**config.mk**
```make
export PLATFORM = sky130hd
export DESIGN_NAME = vaft_place
export DESIGN_NICKNAME = d
export VERILOG_FILES = /design/src/vaft_pkg.sv /design/src/vaft_place.sv
export SDC_FILE = /design/constraint.sdc
export NUM_CORES = 1
export LEC_CHECK = 0
export ABC_AREA = 1
export BUFFER_PORTS_ARGS = -buffer_cell sky130_fd_sc_hd__buf_2
export CORE_ASPECT_RATIO = 0.7
export CORE_MARGIN = 2
export CORE_UTILIZATION = 30
export CTS_BUF_LIST = sky130_fd_sc_hd__clkbuf_8
export DETAILED_ROUTE_END_ITERATION = 16
export GPL_TIMING_DRIVEN = 0
export PLACE_DENSITY = 0.76
export RECOVER_POWER = 25
export SLEW_MARGIN = 30
export SYNTH_ARGS = -nofsm -noshare
export SYNTH_HDL_FRONTEND = slang
export SYNTH_SLANG_ARGS = --single-unit
export TNS_END_PERCENT = 30
```
**constraint.sdc**
```tcl
create_clock -name clk -period 1.6 [get_ports clk]
set_clock_uncertainty 0.1 [all_clocks]
set_input_delay 0.16 -clock clk [delete_from_list [all_inputs] [get_ports clk]]
set_output_delay 0.16 -clock clk [all_outputs]
set_load 0.1 [all_outputs]
```
**src/vaft_pkg.sv**
```systemverilog
// ============================================================================
// vaft_pkg
// Shared widths, types and the arctangent table for the vector angle block.
// ============================================================================
package vaft_pkg;

    // Field widths.
    localparam int COORD_BITS = 16;
    localparam int ANGLE_BITS = 16;
    localparam int ITERATIONS = 16;

    // Fraction bits kept below the coordinate magnitude inside the CORDIC.
    localparam int GUARD_BITS = 58 - COORD_BITS;

    // Magnitudes start below 2^58; CORDIC gain and the sqrt(2) of the
    // diagonal keep them below 2^60, so 62 signed bits never wrap.
    localparam int XY_W = 62;

    // Angle accumulator: signed, with room for the table sum overshoot.
    localparam int Z_W = ANGLE_BITS + 2;

    // Width of the per-cell shift amount.
    localparam int SHIFT_W = $clog2(ITERATIONS);

    // Stream word widths, padded to whole bytes.
    localparam int S_TDATA_W = ((4 * COORD_BITS + 7) / 8) * 8;
    localparam int M_TDATA_W = ((ANGLE_BITS + 7) / 8) * 8;

    // Fixed angles.
    localparam logic signed [Z_W-1:0]    QUARTER_Z = Z_W'(1) <<< (ANGLE_BITS - 2);
    localparam logic [ANGLE_BITS-1:0]    HALF_A    = ANGLE_BITS'(1) << (ANGLE_BITS - 1);

    // atan(2^-i) as a fraction of a full turn, scaled by 2^32.
    localparam logic [31:0] ATAN_TURN32 [32] = '{
        32'h20000000, 32'h12E4051E, 32'h09FB385B, 32'h051111D4,
        32'h028B0D43, 32'h0145D7E1, 32'h00A2F61E, 32'h00517C55,
        32'h0028BE53, 32'h00145F2F, 32'h000A2F98, 32'h000517CC,
        32'h00028BE6, 32'h000145F3, 32'h0000A2FA, 32'h0000517D,
        32'h000028BE, 32'h0000145F, 32'h00000A30, 32'h00000518,
        32'h0000028C, 32'h00000146, 32'h000000A3, 32'h00000051,
        32'h00000029, 32'h00000014, 32'h0000000A, 32'h00000005,
        32'h00000003, 32'h00000001, 32'h00000001, 32'h00000000
    };

    // Word handed from cell to cell.
    typedef struct packed {
        logic signed [XY_W-1:0] x;
        logic signed [XY_W-1:0] y;
        logic signed [Z_W-1:0]  z;
        logic                   dx_pos;     // dx > 0
        logic                   dy_neg;     // dy < 0
        logic                   fixed;      // angle already known, skip rotation
        logic                   degenerate; // both points coincide
    } vaft_word_t;

    // Table entry i rounded half up to angle units.
    function automatic logic signed [Z_W-1:0] table_units(input int i);
        logic [33:0] t;
        int          sh;
        t  = 34'(ATAN_TURN32[i % 32]);
        sh = (ANGLE_BITS >= 32) ? 0 : 32 - ANGLE_BITS;
        if (sh > 0)
        begin
            t = (t + (34'd1 << (sh - 1))) >> sh;
        end
        return Z_W'(t);
    endfunction

endpackage

```
**src/vaft_place.sv**
```systemverilog
// ============================================================================
// vaft_place
// Output stage: clamps the first-quadrant angle and places it on the full
// circle by quadrant; holds the result word for the output stream.
// ============================================================================
module vaft_place
    import vaft_pkg::*;
(
    input  logic                  clk,
    input  logic                  rst_n,
    input  logic                  in_valid,
    output logic                  in_ready,
    input  vaft_word_t            in_data,
    output logic                  out_valid,
    input  logic                  out_ready,
    output logic [ANGLE_BITS-1:0] angle,
    output logic                  degenerate
);

    logic signed [Z_W-1:0]  z_sat;
    logic [ANGLE_BITS-1:0]  z_u;
    logic [ANGLE_BITS-1:0]  angle_next;
    logic                   valid_reg;
    logic [ANGLE_BITS-1:0]  angle_reg;
    logic                   degenerate_reg;

    // Clamp to [0, quarter turn].
    always_comb
    begin
        if (in_data.z < 0)
        begin
            z_sat = '0;
        end
        else if (in_data.z > QUARTER_Z)
        begin
            z_sat = QUARTER_Z;
        end
        else
        begin
            z_sat = in_data.z;
        end
    end

    assign z_u = ANGLE_BITS'(z_sat);

    // Quadrant placement, all sums modulo a full turn.
    always_comb
    begin
        if (in_data.degenerate)
        begin
            angle_next = '0;
        end
        else if (in_data.dx_pos && !in_data.dy_neg)
        begin
            angle_next = z_u;
        end
        else if (!in_data.dy_neg)
        begin
            angle_next = HALF_A - z_u;
        end
        else if (!in_data.dx_pos)
        begin
            angle_next = HALF_A + z_u;
        end
        else
        begin
            angle_next = '0 - z_u;
        end
    end

    assign in_ready = !valid_reg || out_ready;

    // Output register.
    always_ff @(posedge clk or negedge rst_n)
    begin
        if (!rst_n)
        begin
            valid_reg <= 1'b0;
        end
        else if (in_ready)
        begin
            valid_reg <= in_valid;
        end
    end

    always_ff @(posedge clk)
    begin
        if (in_ready && in_valid)
        begin
            angle_reg      <= angle_next;
            degenerate_reg <= in_data.degenerate;
        end
    end

    assign out_valid  = valid_reg;
    assign angle      = angle_reg;
    assign degenerate = degenerate_reg;

endmodule
```
==> results of run 1 <==
-- cell usage in the layout (no fill, tap or decap), types with 2 or more instances in the layout --
cell type and n:
sky130_fd_sc_hd__nand2_1 51, sky130_fd_sc_hd__nor2_1 40, sky130_fd_sc_hd__buf_2 33, sky130_fd_sc_hd__inv_1 23, sky130_fd_sc_hd__edfxtp_1 17, sky130_fd_sc_hd__buf_4 9, sky130_fd_sc_hd__o21ai_1 9, sky130_fd_sc_hd__buf_6 6
sky130_fd_sc_hd__nand3_1 6, sky130_fd_sc_hd__clkbuf_2 6, sky130_fd_sc_hd__nand2_2 5, sky130_fd_sc_hd__nor3_1 5, sky130_fd_sc_hd__a21oi_1 5, sky130_fd_sc_hd__nor2_4 4, sky130_fd_sc_hd__o21ai_2 4, sky130_fd_sc_hd__clkbuf_8 4
sky130_fd_sc_hd__inv_2 3, sky130_fd_sc_hd__nor2_2 3, sky130_fd_sc_hd__nand2_4 2, sky130_fd_sc_hd__o21ai_0 2, sky130_fd_sc_hd__o21ai_4 2, sky130_fd_sc_hd__o21a_1 2, sky130_fd_sc_hd__buf_8 2
-- power groups by stage --
stage | Combinational [mW] | Clock (mW) | Sequential (mW)
2_1_floorplan | 0.237 | 0 | 0.805
3_3_place_gp | 0.578 | 0 | 0.576
3_5_place_dp | 0.579 | 0 | 0.576
4_1_cts | 0.618 | 0.390 | 0.567
5_1_grt | 0.720 | 0.403 | 0.570
6_report | 0.671 | 0.377 | 0.567
-- critical path, delay by kind of cell --
kind,cells,cell delay (ns)
buffers and inverters,3,0.35
AO/OA/AOI/OAI,1,0.07
AND/OR/NAND/NOR,11,0.92
-- metrics by stage --
step / power [mW] / TNS [ns] / cells
global placement: 1.15 / -5.23 / 298
floorplan: 1.04 / -1.71 / 201
global route: 1.69 / -0.793 / 313
finish: 1.61 / 0 / 313
CTS: 1.57 / -0.0252 / 310
detailed placement: 1.16 / -5.13 / 298
-- how the worst min path moves through the flow --
stage              from        end  slack [ns]  cells past startpoint
4_1_cts        in_valid  out_valid        0.02                      3
3_3_place_gp      rst_n  out_valid       -0.16                      1
5_1_grt        in_valid  out_valid        0.03                      3
3_5_place_dp      rst_n  out_valid       -0.16                      1
2_1_floorplan     rst_n  out_valid       -0.24                      0
6_report       in_valid  out_valid        0.03                      3
-- metal layers --
metal	vias to the layer above	track usage [%]
li1	756	-
met1	640	18.6
met2	29	24.5
met3	8	3.95
met4	0	5.44
met5	-	0
-- layout make-up --
type | count | area [um^2] | share of cell area [%]
clock buffers | 4 | 55.1 | 2.82
plain buffers | 4 | 43.8 | 2.25
inverters | 27 | 101 | 5.20
flip-flops and latches | 18 | 537 | 27.5
repair buffers | 54 | 347 | 17.8
well taps | 55 | 68.8 | 3.53
multi-input cells | 151 | 798 | 40.9
-- timing repair --
item,CTS,global route
buffers inserted,8,3
endpoints found under the setup margin,8,14
gates resized for setup,11,32
pin swaps,4,20
hold endpoints to repair,1,0
hold buffers,1,0
-- cells by family (layout without fill, tap and decap cells) --
kind of cell / Yosys count / after routing / share of synthesized area (%)
compound gates: 29 / 29 / 12.4
buf+inv: 32 / 89 / 10.6
flops: 18 / 18 / 39.3
fa+ha+maj: 1 / 1 / 0.919
simple gates: 120 / 120 / 36.1
xor+xnor: 1 / 1 / 0.643
==> impl_metrics.env, run 1 <==
export IMPL_tightestPinTransition_ns=0.561
export IMPL_core_area_um2=4350
export IMPL_width_of_the_die_um=84.5
export IMPL_total_leakage_power_nw=0.955
export IMPL_grt_util_all_layers_pct=14.6
export IMPL_final_critical_path_setup_slack_ns=0.0131
export IMPL_worst_setup_hold_path_clk_slew_ns=0.07
export IMPL_final_setup_violation_count=0
export IMPL_run_status="complete, no violations"
export IMPL_synthTopCellsByArea="sky130_fd_sc_hd__edfxtp_1 38%, sky130_fd_sc_hd__nand2_1 15%, sky130_fd_sc_hd__nor2_1 12%, sky130_fd_sc_hd__inv_1 6.3%, sky130_fd_sc_hd__o21ai_0 3.3%"
export IMPL_via_count_of_the_first_global_routing_pass=1300
export IMPL_swShare_pct=40.4
export IMPL_avg_inst_size_synth_um2=6.77
export IMPL_final_max_slew_viol_count=0
export IMPL_cp_arrival_ns=1.51
export IMPL_diodes=0
export IMPL_cts_root_buffer="sky130_fd_sc_hd__clkbuf_8"
export IMPL_worstPathCellList="buf_2 > nor2_1 > nand2_1 > nor2_1 > nand3_2 > nand2_4 > buf_6 > buf_4 > o21ai_1 > nand2_1 > nor2_1 > nand2_1 > nand2_1 > nor2_1 > nor2_1"
export IMPL_grt_overflow_total=0
export IMPL_synth_async_reset_ratio_pct=5.56
export IMPL_timing_setup_critical_path_class="in2reg"
export IMPL_synth_common_cells="56 x sky130_fd_sc_hd__nand2_1, 45 x sky130_fd_sc_hd__nor2_1, 23 x sky130_fd_sc_hd__inv_1"
export IMPL_maximum_capacitance_violations=0
export IMPL_drive_gt1_share_pct=35.3
export IMPL_pwr_share_clk_pct=23.3
export IMPL_clock_latency_ns=0.26
export IMPL_crit_reg2reg_capture="angle[10]"
export IMPL_wl_um=3700
export IMPL_synth_top_cell_area_share_pct=37.5
export IMPL_detailroute_wirelength_met3_um=169
export IMPL_count_leader_synth="sky130_fd_sc_hd__nand2_1"
export IMPL_highest_layer="met4"
export IMPL_path_common_cell="sky130_fd_sc_hd__nor2_1"
export IMPL_cts_htree_levels=1
export IMPL_synth_top_area_cell="sky130_fd_sc_hd__edfxtp_1"
export IMPL_ir_drop_mv=0.509
export IMPL_cts_tree="done"
export IMPL_num_nets_final=410
export IMPL_synth_warnings=0
export IMPL_clock_sinks=18
export IMPL_slew_headroom_pct=62.5
export IMPL_post_route_drc_violation_count=0
export IMPL_route_vias_total=1433
export IMPL_power_combinational_fraction_pct=41.6
export IMPL_cts_path_max_buffers=2
export IMPL_drt_wirelength_per_cell_um=11.8
export IMPL_detailedRoute_firstPassIterationCount=4
export IMPL_final_core_util_pct=44.8
export IMPL_post_dp_hpwl_um=2640
export IMPL_layout_min_cycle_time_ns=1.59
export IMPL_r2r_setup_slack_ns=0.22
export IMPL_synth_seq_cells=18
export IMPL_switching_power_mw=0.652
export IMPL_final_hold_violation_count=0
export IMPL_setup_worst_path_end_class="flip-flop"
export IMPL_grt_max_degree=18
export IMPL_route_layer_met1_wl_um=1800
export IMPL_power_internal_mw=0.963
export IMPL_setup_repair_after_global_routing_missed_its_margin="true"
export IMPL_worst_setup_path_endpoint="angle[14]"
export IMPL_cp_max_fo=6
export IMPL_final_area_um2=1950
export IMPL_drt_antenna_violating_nets=0
export IMPL_die_height_um=60.4
export IMPL_placed_area_um2=1660
export IMPL_fin_crit_sh_pct=99.2
export IMPL_gp_routability_congestion=0.884
export IMPL_area_growth_synth_to_final_pct=43.3
export IMPL_design_portCount=169
export IMPL_rr_worst_depth=1
export IMPL_initialDrtViolationCount=48
export IMPL_seqPwrFrac_pct=35.1
export IMPL_synthCells=201
export IMPL_critPathMaxStageDelay_ns=0.14
export IMPL_fillers=456
export IMPL_max_clock_freq_ghz=0.630
export IMPL_synth_ff_type="sky130_fd_sc_hd__edfxtp_1"
export IMPL_grt_first_pass_wirelength_um=5830
export IMPL_worstReg2RegStart="out_valid"
export IMPL_post_synthesis_instance_area_um2=1360
export IMPL_die_area_um2=5100
export IMPL_number_of_nets_produced_by_synthesis=352
export IMPL_cpMaxStageDelayCell="sky130_fd_sc_hd__nand2_1"
export IMPL_crit_required_ns=1.52
export IMPL_fp_row_count=20
export IMPL_setup_worst_path_start_class="input pin"
export IMPL_cts_buffers=3
export IMPL_hold_slack_ns=0.0261
export IMPL_io_buffers=42
export IMPL_edff_count_synth=17
export IMPL_synth_distinct_cells=29
export IMPL_post_placement_setup_slack_ns=-0.610
export IMPL_detail_route_vias_per_cell=4.58
export IMPL_initial_core_util_pct=31.3
export IMPL_dr_wl_met2_um=1660
export IMPL_yosysSeqAreaShare_pct=39.3
export IMPL_pwr_density_cell_nw_per_um2=828
export IMPL_grt_antenna_before_repair=0
export IMPL_hold_path_class="in2reg"
export IMPL_startpoint="in_data[11]"
export IMPL_largest_register_ff_count=16
(Power assumes the default switching activity.)
==> run 2, diff against run 1 <==
--- a/config.mk
+++ b/config.mk
@@ -13,8 +13,9 @@
 export CTS_BUF_LIST = sky130_fd_sc_hd__clkbuf_8
 export DETAILED_ROUTE_END_ITERATION = 16
 export GPL_TIMING_DRIVEN = 0
-export PLACE_DENSITY = 0.76
+export PLACE_DENSITY_LB_ADDON = 0.3
 export RECOVER_POWER = 25
+export REMOVE_ABC_BUFFERS = 1
 export SLEW_MARGIN = 30
 export SYNTH_ARGS = -nofsm -noshare
 export SYNTH_HDL_FRONTEND = slang
==> impl_metrics.env, run 2 (synthesis gave the netlist of run 1 again) <==
export IMPL_timing_setup_critical_path_class="in2reg"
export IMPL_wl_um=3900
export IMPL_cp_max_fo=5
export IMPL_cts_buffers=3
export IMPL_diodes=0
export IMPL_initialDrtViolationCount=50
export IMPL_cts_path_max_buffers=2
export IMPL_highest_layer="met4"
export IMPL_final_setup_violation_count=0
export IMPL_grt_util_all_layers_pct=14.3
export IMPL_layout_commonest_cell="sky130_fd_sc_hd__nand2_1"
export IMPL_gp_routability_congestion=0.809
export IMPL_die_area_um2=5100
export IMPL_final_critical_path_setup_slack_ns=0.00949
export IMPL_post_route_drc_violation_count=0
export IMPL_sequential_cell_area_in_the_final_layout_um2=536
export IMPL_grt_antenna_before_repair=0
export IMPL_drive_gt1_share_pct=42.5
export IMPL_pwr_density_cell_nw_per_um2=796
export IMPL_placed_area_um2=1620
export IMPL_cp_arrival_ns=1.51
export IMPL_timing_hold_worst_path_depth=3
export IMPL_slew_headroom_pct=66.5
export IMPL_crit_required_ns=1.52
export IMPL_final_hold_violation_count=0
export IMPL_crit_reg2reg_capture="angle[12]"
export IMPL_design_portCount=169
export IMPL_io_buffers=43
export IMPL_cts_tree="done"
export IMPL_post_placement_setup_slack_ns=-0.586
export IMPL_fillers=458
export IMPL_setup_worst_path_start_class="input pin"
export IMPL_via_count_of_the_first_global_routing_pass=1250
export IMPL_fp_row_count=20
export IMPL_rr_worst_depth=2
export IMPL_layout_min_cycle_time_ns=1.59
export IMPL_setup_repair_after_global_routing_missed_its_margin="true"
export IMPL_final_max_slew_viol_count=0
export IMPL_setup_worst_path_end_class="flip-flop"
export IMPL_die_height_um=60.4
export IMPL_worst_setup_hold_path_clk_slew_ns=0.07
export IMPL_ir_drop_mv=0.388
export IMPL_route_vias_total=1464
export IMPL_worst_hold_launch="in_valid"
export IMPL_route_layer_met1_wl_um=1750
export IMPL_multiInputGateArea_um2=937
export IMPL_maximum_capacitance_violations=0
export IMPL_drt_antenna_violating_nets=0
export IMPL_worstReg2RegStart="out_valid"
export IMPL_final_area_um2=2090
export IMPL_width_of_the_die_um=84.5
export IMPL_detailroute_wirelength_met3_um=247
export IMPL_core_area_um2=4350
export IMPL_final_cell_count_no_fill=309
export IMPL_clock_latency_ns=0.26
export IMPL_area_growth_synth_to_final_pct=53.5
export IMPL_worstHoldEndpoint="out_valid"
export IMPL_dr_wl_met2_um=1850
export IMPL_cts_htree_levels=1
export IMPL_r2r_setup_slack_ns=0.15
export IMPL_run_status="complete, no violations"
export IMPL_initial_core_util_pct=31.3
export IMPL_num_nets_final=406
export IMPL_hold_path_class="in2reg"
export IMPL_grt_overflow_total=0
export IMPL_largest_register_ff_count=16
export IMPL_post_dp_hpwl_um=2570
export IMPL_clock_sinks=18
export IMPL_layout_cells_most_common_list="47 x sky130_fd_sc_hd__nand2_1, 35 x sky130_fd_sc_hd__nor2_1, 33 x sky130_fd_sc_hd__buf_2"
export IMPL_max_clock_freq_ghz=0.629
export IMPL_drt_wirelength_per_cell_um=12.6
export IMPL_detailedRoute_firstPassIterationCount=4
export IMPL_startpoint="in_data[12]"
export IMPL_dpl_cell_count=295
export IMPL_cts_root_buffer="sky130_fd_sc_hd__clkbuf_8"
export IMPL_grt_max_degree=18
export IMPL_total_leakage_power_nw=0.971
export IMPL_tightestPinTransition_ns=0.502
export IMPL_grt_first_pass_wirelength_um=5690
export IMPL_final_core_util_pct=48.0
export IMPL_fin_crit_sh_pct=99.4
export IMPL_detail_route_vias_per_cell=4.74
[run 2: cell types whose count changed in the layout (fill, tap and decap cells not counted), sizes merged]
cell	before	now
clkbuf	10	5
nand2	58	59
[run 2: metal layers]
metal / global-route usage, % / up-vias
met5: 0 / -
li1: - / 750
met1: 19.0 / 666
met4: 2.72 / 0
met3: 4.76 / 6
met2: 23.3 / 42
[run 2: worst max-delay path, cell delays in order]
cell and delay [ns]:
sky130_fd_sc_hd__buf_6 0.09, sky130_fd_sc_hd__nor2_2 0.10, sky130_fd_sc_hd__nand2_2 0.07, sky130_fd_sc_hd__nor2_2 0.11, sky130_fd_sc_hd__nand3_2 0.14, sky130_fd_sc_hd__nand2_8 0.14, sky130_fd_sc_hd__clkbuf_16 0.17, sky130_fd_sc_hd__o21ai_4 0.06
sky130_fd_sc_hd__nand2_2 0.09, sky130_fd_sc_hd__nor2_1 0.05, sky130_fd_sc_hd__nand2_1 0.05, sky130_fd_sc_hd__nand2_1 0.07, sky130_fd_sc_hd__nor2_1 0.13, sky130_fd_sc_hd__nor2_1 0.06
[run 2: final cells by class]
class,instances,share of cell area [%]
Clock buffer,4,2.63
Inverter,27,4.85
Multi-Input combinational cell,152,44.9
Sequential cell,18,25.6
Tap cell,55,3.29
Timing Repair Buffer,53,18.7
[run 2: power by group]
group	internal, mW	leakage (nW)	switching, mW	total (mW)
Clock	0.219	0.0288	0.161	0.380
Sequential	0.557	0.178	0.00765	0.565
Combinational	0.204	0.764	0.515	0.719
Total	0.980	0.971	0.684	1.66
[run 2: worst max-delay path by stage]
stage | endpoint | cells after the start
5_1_grt | angle[13] | 14
6_report | angle[14] | 14
4_1_cts | angle[7] | 12
3_3_place_gp | angle[10] | 14
3_5_place_dp | angle[10] | 14
2_1_floorplan | angle[0] | 1
[run 2: what timing repair did]
item / 4_1_cts / 5_1_grt
hold buffers: 1 / 0
setup buffers: 3 / 4
endpoints found under the hold margin: 1 / 0
cloned: 1 / 1
setup endpoints to repair: 13 / 14
pin swaps: 8 / 33
resized for setup: 16 / 65
[run 2: metrics by stage]
| step | total power, mW | TNS (ns) | hold WS, ns |
|---|---|---|---|
| final | 1.66 | 0 | 0.00192 |
| after floorplan | 1.02 | -13.27 | -0.236 |
| after global routing | 1.74 | -0.686 | 0.00335 |
| after CTS | 1.55 | -0.0480 | 0.00484 |
| after global placement | 1.14 | -16.14 | -0.164 |
| after detailed placement | 1.14 | -6.15 | -0.164 |
==> run 3, diff against run 2 <==
--- a/config.mk
+++ b/config.mk
@@ -15,7 +15,6 @@
 export GPL_TIMING_DRIVEN = 0
 export PLACE_DENSITY_LB_ADDON = 0.3
 export RECOVER_POWER = 25
-export REMOVE_ABC_BUFFERS = 1
 export SLEW_MARGIN = 30
 export SYNTH_ARGS = -nofsm -noshare
 export SYNTH_HDL_FRONTEND = slang
==> impl_metrics.env, run 3 (synthesis gave the netlist of run 1 again) <==
export IMPL_run_status="finished with violations"
export IMPL_violations="negative setup slack"
export IMPL_width_of_the_die_um=84.5
export IMPL_cts_root_buffer="sky130_fd_sc_hd__clkbuf_8"
export IMPL_die_height_um=60.4
export IMPL_cts_buffers=3
export IMPL_core_area_um2=4350
export IMPL_max_clock_freq_ghz=0.613
export IMPL_final_cell_count_no_fill=309
export IMPL_setup_worst_path_start_class="input pin"
export IMPL_r2r_setup_slack_ns=0.22
export IMPL_final_max_slew_viol_count=0
export IMPL_layout_min_cycle_time_ns=1.63
export IMPL_hold_path_class="in2reg"
export IMPL_detail_route_vias_per_cell=4.64
export IMPL_post_dp_hpwl_um=2740
export IMPL_initialDrtViolationCount=57
export IMPL_slew_headroom_pct=61.6
export IMPL_gp_routability_congestion=0.948
export IMPL_initial_core_util_pct=31.3
export IMPL_layout_cells_most_common_list="48 x sky130_fd_sc_hd__nand2_1, 36 x sky130_fd_sc_hd__nor2_1, 27 x sky130_fd_sc_hd__buf_2"
export IMPL_wl_um=3760
export IMPL_grt_util_all_layers_pct=14.6
export IMPL_fp_row_count=20
export IMPL_total_leakage_power_nw=0.955
export IMPL_area_growth_synth_to_final_pct=45.1
export IMPL_design_portCount=169
export IMPL_busiest_layer="met2"
export IMPL_drt_wirelength_per_cell_um=12.2
export IMPL_cpMaxStageDelayCell="sky130_fd_sc_hd__ha_4"
export IMPL_cp_arrival_ns=1.56
export IMPL_report_power_total_mw=1.63
export IMPL_layout_commonest_cell="sky130_fd_sc_hd__nand2_1"
export IMPL_cp_max_fo=4
export IMPL_via_count_of_the_first_global_routing_pass=1268
export IMPL_clock_sinks=18
export IMPL_die_area_um2=5100
export IMPL_maximum_capacitance_violations=0
export IMPL_detailedRoute_firstPassIterationCount=5
export IMPL_setup_repair_after_global_routing_missed_its_margin="true"
export IMPL_grt_first_pass_wirelength_um=5750
export IMPL_crit_reg2reg_capture="angle[5]"
export IMPL_cts_htree_levels=1
export IMPL_dpl_cell_count=298
export IMPL_largest_register_ff_count=16
export IMPL_final_critical_path_setup_slack_ns=-0.0315
export IMPL_final_setup_violation_count=2
export IMPL_timing_hold_worst_path_depth=3
export IMPL_drive_gt1_share_pct=37.0
export IMPL_pwr_density_cell_nw_per_um2=823
export IMPL_diodes=0
export IMPL_worst_setup_hold_path_clk_slew_ns=0.08
export IMPL_io_buffers=42
export IMPL_global_routing_usage_on_met3_pct=3.67
export IMPL_final_hold_violation_count=0
export IMPL_post_route_drc_violation_count=0
export IMPL_fin_crit_sh_pct=102
export IMPL_critPathMaxStageDelay_ns=0.20
export IMPL_rr_worst_depth=1
export IMPL_num_nets_final=406
export IMPL_cts_tree="done"
export IMPL_timing_setup_critical_path_class="in2reg"
export IMPL_grt_max_degree=18
export IMPL_timing_critical_path_depth=16
export IMPL_tightestPinTransition_ns=0.569
export IMPL_critical_path_buf_inv_count=3
export IMPL_fillers=456
export IMPL_setup_worst_path_end_class="flip-flop"
export IMPL_cts_path_max_buffers=2
export IMPL_grt_overflow_total=0
export IMPL_grtUsageMet2_pct=23.1
export IMPL_crit_required_ns=1.53
export IMPL_drt_antenna_violating_nets=0
export IMPL_grt_antenna_before_repair=0
export IMPL_worstPathCellList="buf_6 > nor2_4 > nand2_2 > nor2_2 > nand3_2 > nand2_4 > buf_6 > buf_8 > nand2_4 > ha_4 > nand3_4 > nor2_4 > nor2_2 > nand2_1 > nand2_1 > nor2_1"
export IMPL_worstHoldEndpoint="out_valid"
export IMPL_route_vias_total=1433
export IMPL_worst_hold_launch="in_valid"
export IMPL_clock_latency_ns=0.25
export IMPL_grt_use_met1_pct=20.2
export IMPL_worstReg2RegStart="out_valid"
export IMPL_ir_drop_mv=0.383
export IMPL_cp_top_family="simple AND/OR/NAND/NOR gates"
## run 3: cell count changes in the layout (fill, tap and decap cells not counted), sizes merged
cell	previous run	this run
clkbuf	5	10
buf	51	47
nand2	59	58
## run 3: worst max-delay path by stage
| stage | start | end | slack (ns) |
|---|---|---|---|
| 5_1_grt | in_data[13] | angle[14] | -0.13 |
| 3_5_place_dp | in_data[7] | angle[10] | -0.60 |
| 2_1_floorplan | in_data[21] | angle[10] | -0.28 |
| 3_3_place_gp | in_data[7] | angle[10] | -0.63 |
| 4_1_cts | in_data[8] | angle[10] | -0.04 |
| 6_report | in_data[13] | angle[10] | -0.03 |
## run 3: area by class of cell
| cell class | count | area (um^2) | share of cell area [%] |
|---|---|---|---|
| inverters | 27 | 101 | 5.13 |
| repair buffers | 49 | 332 | 16.8 |
| flip-flops and latches | 18 | 537 | 27.2 |
| plain buffers | 5 | 50.0 | 2.53 |
| clock buffers | 4 | 55.1 | 2.79 |
| multi-input cells | 151 | 832 | 42.1 |
| well taps | 55 | 68.8 | 3.48 |
## run 3: where the power goes
part / internal, mW / total [mW] / switching (mW) / leakage [nW]
clock: 0.219 / 0.385 / 0.166 / 0.0288
sequential: 0.557 / 0.566 / 0.00829 / 0.177
combinational: 0.185 / 0.675 / 0.491 / 0.749
## run 3: routing by layer
layer	wire length [um]	share of wire, %
met1	1830	49
met2	1680	45
met3	193	5.1
met4	51	1.4
met5	0	0
## run 3: stage by stage
step	hold slack (ns)	setup TNS, ns	util [%]	instance area (um^2)	setup WS [ns]
after floorplan	-0.236	-1.71	-	1380	-0.277
after global placement	-0.164	-5.37	38.2	1660	-0.627
after detailed placement	-0.163	-5.12	38.2	1660	-0.605
after CTS	0.0313	-0.0408	42.3	1840	-0.0408
after global routing	0.0563	-0.964	45.4	1980	-0.134
final	0.0408	-0.0499	45.4	1980	-0.0315
## run 3: what timing repair did
item / in CTS / in global routing
setup buffers: 5 / 1
hold buffers: 1 / 0
endpoints found under the hold margin: 1 / 0
gates resized for setup: 16 / 32
setup endpoints to repair: 8 / 14
pin swaps: 13 / 18
